--- src/fractional_knapsack_greedy_fill_macros.svh ---
// Assertion macros for the greedy fractional knapsack fill block
`ifndef FRACTIONAL_KNAPSACK_GREEDY_FILL_MACROS_SVH
`define FRACTIONAL_KNAPSACK_GREEDY_FILL_MACROS_SVH

`ifndef SYNTH
`define FKG_ASSERT_SAME(lbl, clk, rstn, ante, cons) \
    lbl: assert property (@(posedge clk) disable iff (!(rstn)) (ante) |-> (cons)) \
        else $error("fkg check failed");
`define FKG_ASSERT_NEXT(lbl, clk, rstn, ante, cons) \
    lbl: assert property (@(posedge clk) disable iff (!(rstn)) (ante) |=> (cons)) \
        else $error("fkg check failed");
`else
`define FKG_ASSERT_SAME(lbl, clk, rstn, ante, cons)
`define FKG_ASSERT_NEXT(lbl, clk, rstn, ante, cons)
`endif

`endif

--- src/fkg_pkg.sv ---
// Package: types and constants of the greedy fractional knapsack fill block
`default_nettype none

package fkg_pkg;

    localparam int ITEM_W   = 16;
    localparam int WEIGHT_W = 24;
    localparam int SUM_W    = 42;

    localparam logic [WEIGHT_W-1:0] CAPACITY_RESET = 24'd850;
    localparam logic [SUM_W-1:0]    SUM_MAX        = {SUM_W{1'b1}};

    typedef enum logic [2:0] {
        ST_IDLE,
        ST_EVAL,
        ST_MUL,
        ST_DIV,
        ST_ACC,
        ST_OUT
    } fkg_state_t;

endpackage

`default_nettype wire

--- src/fractional_knapsack_greedy_fill.sv ---
// Top level: greedy fractional knapsack fill with a bit-serial divider
//
//   channel  dir  ports
//   s_       in   s_valid s_ready s_item_weight s_item_profit s_last_item
//   m_       out  m_valid m_ready m_total_profit m_filled
//   cfg_     in   cfg_valid cfg_ready cfg_capacity_limit
//
// Whole or skipped item: accepted in ST_IDLE, judged in ST_EVAL, then back to ready.
// First item that does not fit: ST_EVAL, ST_MUL, ST_DIV and ST_ACC in turn, with the
//   restoring divider in ST_DIV retiring one quotient bit per cycle.
// Last item: the result word is held until taken, then the set clears.
// Reset is synchronous, active low; capacity returns to 850.
`default_nettype none

`include "fractional_knapsack_greedy_fill_macros.svh"

module fractional_knapsack_greedy_fill
    import fkg_pkg::*;
#(
    parameter int FRACTION_BITS = 16
) (
    input  wire                 aclk,
    input  wire                 aresetn,
    input  wire                 s_valid,
    output logic                s_ready,
    input  wire [ITEM_W-1:0]    s_item_weight,
    input  wire [ITEM_W-1:0]    s_item_profit,
    input  wire                 s_last_item,
    output logic                m_valid,
    input  wire                 m_ready,
    output logic [SUM_W-1:0]    m_total_profit,
    output logic                m_filled,
    input  wire                 cfg_valid,
    output logic                cfg_ready,
    input  wire [WEIGHT_W-1:0]  cfg_capacity_limit
);

    localparam int DIV_W  = 2 * ITEM_W + FRACTION_BITS;
    localparam int CNT_W  = $clog2(DIV_W);
    localparam int WIDE_W = (DIV_W > SUM_W + 1) ? DIV_W : SUM_W + 1;

    fkg_state_t state_reg, state_next;

    logic [WEIGHT_W-1:0] capacity_reg, capacity_next;
    logic [WEIGHT_W-1:0] used_weight_reg, used_weight_next;
    logic [SUM_W-1:0]    profit_sum_reg, profit_sum_next;
    logic                full_flag_reg, full_flag_next;

    logic [ITEM_W-1:0]   weight_reg, weight_next;
    logic [ITEM_W-1:0]   profit_reg, profit_next;
    logic                last_reg, last_next;
    logic [ITEM_W-1:0]   remain_reg, remain_next;
    logic [ITEM_W-1:0]   part_rem_reg, part_rem_next;
    logic [DIV_W-1:0]    div_reg, div_next;
    logic [CNT_W-1:0]    cnt_reg, cnt_next;

    logic [WEIGHT_W:0]   used_sum;
    logic                fits;
    logic                take_item;
    logic [WEIGHT_W-1:0] remain_full;
    logic [2*ITEM_W-1:0] mul_prod;
    logic [ITEM_W:0]     rem_shift;
    logic [ITEM_W:0]     rem_diff;
    logic                rem_ge;
    logic [WIDE_W-1:0]   quot_wide;
    logic [SUM_W:0]      add_operand;
    logic [SUM_W:0]      add_raw;
    logic [SUM_W-1:0]    add_sat;

    // shared datapath
    always_comb begin
        used_sum    = {1'b0, used_weight_reg} + (WEIGHT_W+1)'(weight_reg);
        fits        = used_sum <= {1'b0, capacity_reg};
        take_item   = !full_flag_reg && (weight_reg != '0);
        remain_full = (capacity_reg > used_weight_reg) ? capacity_reg - used_weight_reg : '0;
        mul_prod    = (2*ITEM_W)'(profit_reg) * (2*ITEM_W)'(remain_reg);
        rem_shift   = {part_rem_reg, div_reg[DIV_W-1]};
        rem_diff    = rem_shift - {1'b0, weight_reg};
        rem_ge      = rem_shift >= {1'b0, weight_reg};
        quot_wide   = WIDE_W'(div_reg);
        if (state_reg == ST_EVAL) begin
            add_operand = (SUM_W+1)'(profit_reg) << FRACTION_BITS;
        end else begin
            add_operand = quot_wide[SUM_W:0];
        end
        add_raw = {1'b0, profit_sum_reg} + add_operand;
        add_sat = add_raw[SUM_W] ? SUM_MAX : add_raw[SUM_W-1:0];
    end

    // next state
    always_comb begin
        state_next = state_reg;
        case (state_reg)
            ST_IDLE: begin
                if (s_valid) state_next = ST_EVAL;
            end
            ST_EVAL: begin
                if (take_item && !fits) state_next = ST_MUL;
                else if (last_reg)      state_next = ST_OUT;
                else                    state_next = ST_IDLE;
            end
            ST_MUL: begin
                state_next = ST_DIV;
            end
            ST_DIV: begin
                if (cnt_reg == '0) state_next = ST_ACC;
            end
            ST_ACC: begin
                state_next = last_reg ? ST_OUT : ST_IDLE;
            end
            ST_OUT: begin
                if (m_ready) state_next = ST_IDLE;
            end
            default: begin
                state_next = ST_IDLE;
            end
        endcase
    end

    // handshake outputs
    always_comb begin
        s_ready        = state_reg == ST_IDLE;
        m_valid        = state_reg == ST_OUT;
        m_total_profit = profit_sum_reg;
        m_filled       = full_flag_reg;
        cfg_ready      = 1'b1;
    end

    // register next values
    always_comb begin
        capacity_next    = capacity_reg;
        used_weight_next = used_weight_reg;
        profit_sum_next  = profit_sum_reg;
        full_flag_next   = full_flag_reg;
        weight_next      = weight_reg;
        profit_next      = profit_reg;
        last_next        = last_reg;
        remain_next      = remain_reg;
        part_rem_next    = part_rem_reg;
        div_next         = div_reg;
        cnt_next         = cnt_reg;

        if (cfg_valid) capacity_next = cfg_capacity_limit;

        case (state_reg)
            ST_IDLE: begin
                if (s_valid) begin
                    weight_next = s_item_weight;
                    profit_next = s_item_profit;
                    last_next   = s_last_item;
                end
            end
            ST_EVAL: begin
                // only used when the item does not fit; then below weight
                remain_next = remain_full[ITEM_W-1:0];
                if (take_item && fits) begin
                    used_weight_next = used_sum[WEIGHT_W-1:0];
                    profit_sum_next  = add_sat;
                end
            end
            ST_MUL: begin
                div_next      = DIV_W'(mul_prod) << FRACTION_BITS;
                part_rem_next = '0;
                cnt_next      = CNT_W'(DIV_W - 1);
            end
            ST_DIV: begin
                part_rem_next = rem_ge ? rem_diff[ITEM_W-1:0] : rem_shift[ITEM_W-1:0];
                div_next      = {div_reg[DIV_W-2:0], rem_ge};
                cnt_next      = cnt_reg - 1'b1;
            end
            ST_ACC: begin
                profit_sum_next = add_sat;
                full_flag_next  = 1'b1;
            end
            ST_OUT: begin
                if (m_ready) begin
                    used_weight_next = '0;
                    profit_sum_next  = '0;
                    full_flag_next   = 1'b0;
                end
            end
            default: begin
            end
        endcase
    end

    always_ff @(posedge aclk) begin
        if (!aresetn) begin
            state_reg       <= ST_IDLE;
            capacity_reg    <= CAPACITY_RESET;
            used_weight_reg <= '0;
            profit_sum_reg  <= '0;
            full_flag_reg   <= 1'b0;
        end else begin
            state_reg       <= state_next;
            capacity_reg    <= capacity_next;
            used_weight_reg <= used_weight_next;
            profit_sum_reg  <= profit_sum_next;
            full_flag_reg   <= full_flag_next;
        end
    end

    always_ff @(posedge aclk) begin
        weight_reg   <= weight_next;
        profit_reg   <= profit_next;
        last_reg     <= last_next;
        remain_reg   <= remain_next;
        part_rem_reg <= part_rem_next;
        div_reg      <= div_next;
        cnt_reg      <= cnt_next;
    end

    `FKG_ASSERT_SAME(a_no_accept_while_word_waits, aclk, aresetn, m_valid, !s_ready)
    `FKG_ASSERT_NEXT(a_accept_starts_eval, aclk, aresetn,
                     s_valid && s_ready, state_reg == ST_EVAL)
    `FKG_ASSERT_SAME(a_full_only_after_divide, aclk, aresetn,
                     $rose(full_flag_reg), $past(state_reg) == ST_ACC)
    `FKG_ASSERT_NEXT(a_divide_ends_in_acc, aclk, aresetn,
                     state_reg == ST_DIV && cnt_reg == '0, state_reg == ST_ACC)

endmodule

`default_nettype wire
--- config.mk ---
export PLATFORM = sky130hd
export DESIGN_NAME = fractional_knapsack_greedy_fill
export DESIGN_NICKNAME = d
export VERILOG_FILES = /design/src/fkg_pkg.sv /design/src/fractional_knapsack_greedy_fill.sv
export VERILOG_INCLUDE_DIRS = /design/src /design/src/src
export SDC_FILE = /design/constraint.sdc
export NUM_CORES = 1
export LEC_CHECK = 0
export BUFFER_PORTS_ARGS = -buffer_cell sky130_fd_sc_hd__buf_2
export CAP_MARGIN = 20
export CORE_ASPECT_RATIO = 0.75
export CORE_UTILIZATION = 53
export CTS_BUF_LIST = sky130_fd_sc_hd__clkbuf_4 sky130_fd_sc_hd__clkbuf_8
export DETAILED_ROUTE_END_ITERATION = 6
export PLACE_DENSITY = 0.75
export SLEW_MARGIN = 0
export SYNTH_ARGS = -nofsm -noshare
export SYNTH_HDL_FRONTEND = slang
export SYNTH_SLANG_ARGS = --single-unit
--- constraint.sdc ---
create_clock -name aclk -period 8.6 [get_ports aclk]
set_clock_uncertainty 0.1 [all_clocks]
set_input_delay 0.86 -clock aclk [delete_from_list [all_inputs] [get_ports aclk]]
set_output_delay 0.86 -clock aclk [all_outputs]
set_load 0.01 [all_outputs]
# == Word-level counts from Yosys, hierarchy flattened ==
# Index checks and enable logic that the tools add are counted.
# totals
wordCells,67
input_bits,62
out_inout_bits,46
reg_bits,213
# classes
reduce_logical,17
add_sub_neg,5
eq_ne,9
muxes,20
n_mul,1
magnitude_cmp,3
# op_table
operator,n
42-bit two-way mux,3
42-bit one-hot mux with 3 select lines,1
48-bit one-hot mux with 2 select lines,1
24-bit two-way mux,2
24-bit one-hot mux with 2 select lines,1
42-bit by 43-bit adder with 43-bit output,1
43-bit two-way mux,1
16-bit by 16-bit multiplier with 32-bit output,1
16-bit one-hot mux with 2 select lines,1
16-bit subtractor,2
24-bit by 16-bit adder with 25-bit output,1
25-bit by 24-bit less-or-equal comparator with 1-bit output,1
24-bit > comparator,1
3-bit one-hot mux with 6 select lines,1
17-bit by 16-bit greater-or-equal comparator with 1-bit output,1
16-bit two-way mux,1
16-bit nonzero test,1
3-bit two-way mux,5
6-bit one-hot mux with 2 select lines,1
3-bit AND reduction,3
"3-bit by 2-bit equality test with 1-bit output, second input constant",2
"3-bit equality test, second input constant",2
6-bit zero test,1
2-bit nonzero test,3
11 further kinds,17

# == Longest topological paths before layout ==
# depth
depth_word,6
ltp_mapped,25

# == Worst setup path before layout ==
# No wires, ideal clock.
# synth_timing
path_kind,register to register
start,reg remain_reg[6]
end,reg div_reg[45] (data pin)
n_path_buf,1
stages_incl_launch_ff,24
slack_ns,2.092
synth_period_minus_slack_ns,6.508
setup_time_ns,0.269
arrival_time_ns,6.139
required_time_ns,8.231
cell_sequence,edfxtp_1 -> clkbuf_1 -> and2_1 -> fa_1 -> inv_1 -> fa_1 -> inv_1 -> fa_1 -> fa_1 -> fa_1 -> inv_1 -> fa_1 -> inv_1 -> ha_1 -> a21o_1 -> a21o_1 -> a221oi_1 -> o21ai_0 -> a31oi_1 -> nor2b_1 -> or4_1 -> a31oi_1 -> xor2_1 -> o21ai_0
# synth_via
elab_chain_len,2
# synth_lines
item,line_no,text
start: declaration,fractional_knapsack_greedy_fill.sv:52,"logic [ITEM_W-1:0] remain_reg, remain_next;"
start signal: assignment,fractional_knapsack_greedy_fill.sv:207,remain_reg <= remain_next;
16-bit by 16-bit multiplier with 32-bit output,fractional_knapsack_greedy_fill.sv:76,mul_prod = (2*ITEM_W)'(profit_reg) * (2*ITEM_W)'(remain_reg);
48-bit one-hot mux with 2 select lines,fractional_knapsack_greedy_fill.sv:145,case (state_reg)
named net div_next[45],fractional_knapsack_greedy_fill.sv:54,"logic [DIV_W-1:0] div_reg, div_next;"
end signal: assignment,fractional_knapsack_greedy_fill.sv:209,div_reg <= div_next;
end: declaration,fractional_knapsack_greedy_fill.sv:54,
# The timed path passes the listed nets, and every way through them passes these cells.
# A chain may end at the register's enable or synchronous reset.

# == Final worst setup path ==
# layout_timing
start,reg remain_reg[9]
end,reg div_reg[47] (data pin)
# Same word-level chain as after synthesis.

==> reports/results.md <==
- **drt via density** 5.69
- **unrepaired setup endpoints after global routing** false
- **biggest fanout along the worst timing path** 16
- **antenna diode instance count** 0
- **total of max-cap violations** 0
- **post-detail-place hpwl** 45.6 mm
- **number of remaining DRC errors** 0
- **master of the slowest instance on the critical path** sky130_fd_sc_hd__o41ai_1
- **Setup Fix Bufs, Post-CTS** 0
- **total met2 wirelength after detailed routing** 25.8 mm
- **Register-to-Register Setup Slack** 1.40 ns
- **arrival time worst endpoint** 7.41 ns
- **synthesized area** 22100 um2
- **Mapped Cells** 2504
- **clk slew on worst S/H paths** 0.06 ns
- **Iter 0 DRT Violations** 1369
- **full die area** 42600 um2
- **hold_ws** 0.356 ns
- **EDFF count, synth** 119
- **total setup violations reported at the end of the flow** 0
- **post-detailed-routing wire length** 58.8 mm
- **Inserted Clock Buffers** 41
- **M1 wire length** 27.3 mm
- **DRT Pass-1 Iters** 5
- **Clock Latency Late Sink** 0.58 ns
- **nature of the critical path endpoint** flop
- **layout-stage area growth over the synthesis result** 8.57%
- **Wirelength per Cell** 18.6 um
- **Initial Util** 54.0%
- **Setup crit start** remain_reg[9]
- **post-route setup TNS** 0 ns
- **die boundary height** 179 um
- **measured slew at the worst slew-check pin** 1.08 ns
- **Synth warnings** 0
- **initial antenna violation count** 0
- **clock sink count** 213
- **largest net degree at the start of global routing** 54
- **final cell utilization of the core** 58.6%
- **post-synth cell types** 71
- **Final Critical Period** 7.20 ns
- **CTS Hold Bufs** 0
- **fraction of the cycle the final worst path needs** 83.7%
- **Primary FF master, synth** sky130_fd_sc_hd__edfxtp_1
- **sequential area share after synthesis** 24.7%
- **proportion of synthesized flip-flops having asynchronous set or reset** 0%
- **crit path kind** reg2reg
- **synthesized area per cell** 8.84 um2
- **met3 routed WL** 4.72 mm
- **Max transition margin** 27.7%
- **level count of the clock H-tree** 2
- **final RePlAce weighted congestion** 0.947
- **number of vias in the routed layout** 18.0k
- **run status** completed
- **Critical Path Start Type** flop
- **maximum clock rate** 139 MHz
- **Die Span X** 238 um
- **Reg2Reg Capture Point** div_reg[47]
- **CTS tree** done
- **remaining antenna violation count** 0
- **Critical Path RT** 8.81 ns
- **critical path capture point** div_reg[47]
- **count of standard-cell rows** 64
- **clock root buffer** sky130_fd_sc_hd__clkbuf_8
- **number of buffers between clock root and the deepest sink** 3
- **via count of the first global-routing pass** 18.1k
- **fraction of layout instances using a drive strength above 1** 8.22%
- **final number of hold-violating endpoints** 0
- **layout net count** 3063
- **launch instance of the worst register-to-register path** remain_reg[9]
- **post_cts resized** 0
- **list of cells traversed by the critical path** nand2_1 -> fa_1 -> inv_1 -> fa_1 -> inv_1 -> fa_1 -> inv_1 -> fa_1 -> fa_1 -> inv_1 -> fa_1 -> inv_1 -> ha_1 -> nand2_1 -> o41ai_1 -> a31oi_1 -> nor2b_1 -> o21ai_0 -> o21bai_1 -> xnor2_1 -> a21oi_1
- **I/O Buffers** 106
- **flip-flop count of the largest register after layout** 48
- **first-pass GRT wire length** 96.8 mm
- **Slew Limit Fails** 0
- **post-synthesis sequential element count** 213
- **depth of the worst register-to-register path** 21
- **area of the core region** 41000 um2
- **gr ovfl total** 0
- **GR Util All Layers** 28.7%
- **Synthesized Nets** 2992
- **Most Frequent Cell on Critical Path** sky130_fd_sc_hd__fa_1
- **top layer reached by signal wires** met4
- **worst stage delay on the critical path** 0.79 ns
- **Hold Path Class** reg2reg
- **number of ports placed on the die boundary** 108
[kinds of logic (layout without fill, tap and decap cells)]
family	after synthesis	in the layout	synth area share [%]
and+or+nand+nor	849	849	18.2
muxes	31	31	1.40
other	1	1	0.0169
xor gates and xnor gates	111	111	4.43
buffers and inverters	421	521	7.20
adders and majority gates	426	426	30.8
DFF	213	213	24.7
AOI/OAI and AO/OA	452	452	13.3
[final cells by class]
| cell class | instances | area [um2] |
|---|---|---|
| repair buffers | 120 | 656 |
| multi-input cells | 1870 | 15100 |
| well taps | 561 | 702 |
| clock buffers | 64 | 781 |
| inverters | 329 | 1230 |
| fillers | 3644 | 17000 |
| flip-flops and latches | 213 | 5460 |
| clock inverters | 8 | 93.8 |
[synth_stat cells (all sizes together), types with 4 or more instances]
cell      n  area (um2)
o21ai   109         546
nor2b    66         413
dfxtp    94        1880
a21oi   119         599
a31o      6        52.6
and2    131         820
xnor2    69         604
clkbuf   85         323
and4      4        35.0
and3     23         144
nand3    32         160
mux2i    31         310
or4       4        30.0
a221o     6        60.1
a211o     7        61.3
o21bai   18         135
o21a     22         165
a211oi   10        80.1
fa      198        3960
or3      11        68.8
nand3b    4        30.0
a221oi    5        43.8
nand2   389        1460
edfxtp  119        3570
o211ai   11        82.6
a31oi    20         125
a21boi   21         158
inv     329        1230
a21o     50         375
o41ai     4        35.0
nand2b   13        81.3
xor2     42         375
nor3     28         140
nor2    103         387
or2       5        31.3
o31ai    12         123
buf       7        35.0
nor4      7        43.8
nand4    24         150
ha      228        2850
[stage by stage]
| step | setup WS [ns] | cell area [um2] | instances |
|---|---|---|---|
| global route | 0.983 | 24000 | 3165 |
| global placement | 1.61 | 23100 | 3092 |
| finish | 1.40 | 24000 | 3165 |
| floorplan | 2.09 | 22100 | 2504 |
| detailed placement | 1.48 | 23100 | 3092 |
| CTS | 1.46 | 24000 | 3164 |
[how the worst min path moves through the flow]
| stage | from | to | slack, ns | cells past startpoint |
|---|---|---|---|---|
| 2_1_floorplan | used_weight_reg[22] | used_weight_reg[22] | 0.34 | 2 |
| 3_3_place_gp | m_total_profit[27] | m_total_profit[27] | 0.34 | 2 |
| 3_5_place_dp | m_total_profit[25] | m_total_profit[25] | 0.35 | 2 |
| 4_1_cts | s_item_profit[6] | profit_reg[6] | 0.34 | 1 |
| 5_1_grt | s_item_profit[6] | profit_reg[6] | 0.34 | 1 |
| 6_report | m_total_profit[13] | m_total_profit[13] | 0.36 | 2 |
[worst max-delay path, delay by kind of cell (launching register included)]
| family | cells | cell delay, ns |
|---|---|---|
| and+or+nand+nor | 3 | 0.53 |
| xor gates and xnor gates | 1 | 0.14 |
| adders and majority gates | 7 | 3.63 |
| buffers and inverters | 5 | 0.26 |
| DFF | 1 | 0.77 |
| AOI/OAI and AO/OA | 5 | 1.50 |
[placed cells by master (no fill, tap or decap), drive strengths merged, types with 28 or more instances in the layout]
master	Yosys	layout
nor3	28	28
inv	329	330
fa	198	198
xnor2	69	69
nor2b	66	66
edfxtp	119	119
o21ai	109	109
nor2	103	103
buf	7	120
nand2	389	389
nand3	32	32
a21o	50	50
xor2	42	42
a21oi	119	119
and2	131	131
ha	228	228
clkbuf	85	64
dfxtp	94	94
mux2i	31	31
[per-layer routing]
layer,GRT usage (%),vias to the layer above
met5,0,-
met4,5.91,0
met3,5.23,78
met2,45.0,621
met1,41.4,8806
li1,-,8491
Power is left out: the tool's default activity adds up to more than one toggle a clock period on the data nets, which glitch-free logic cannot reach.
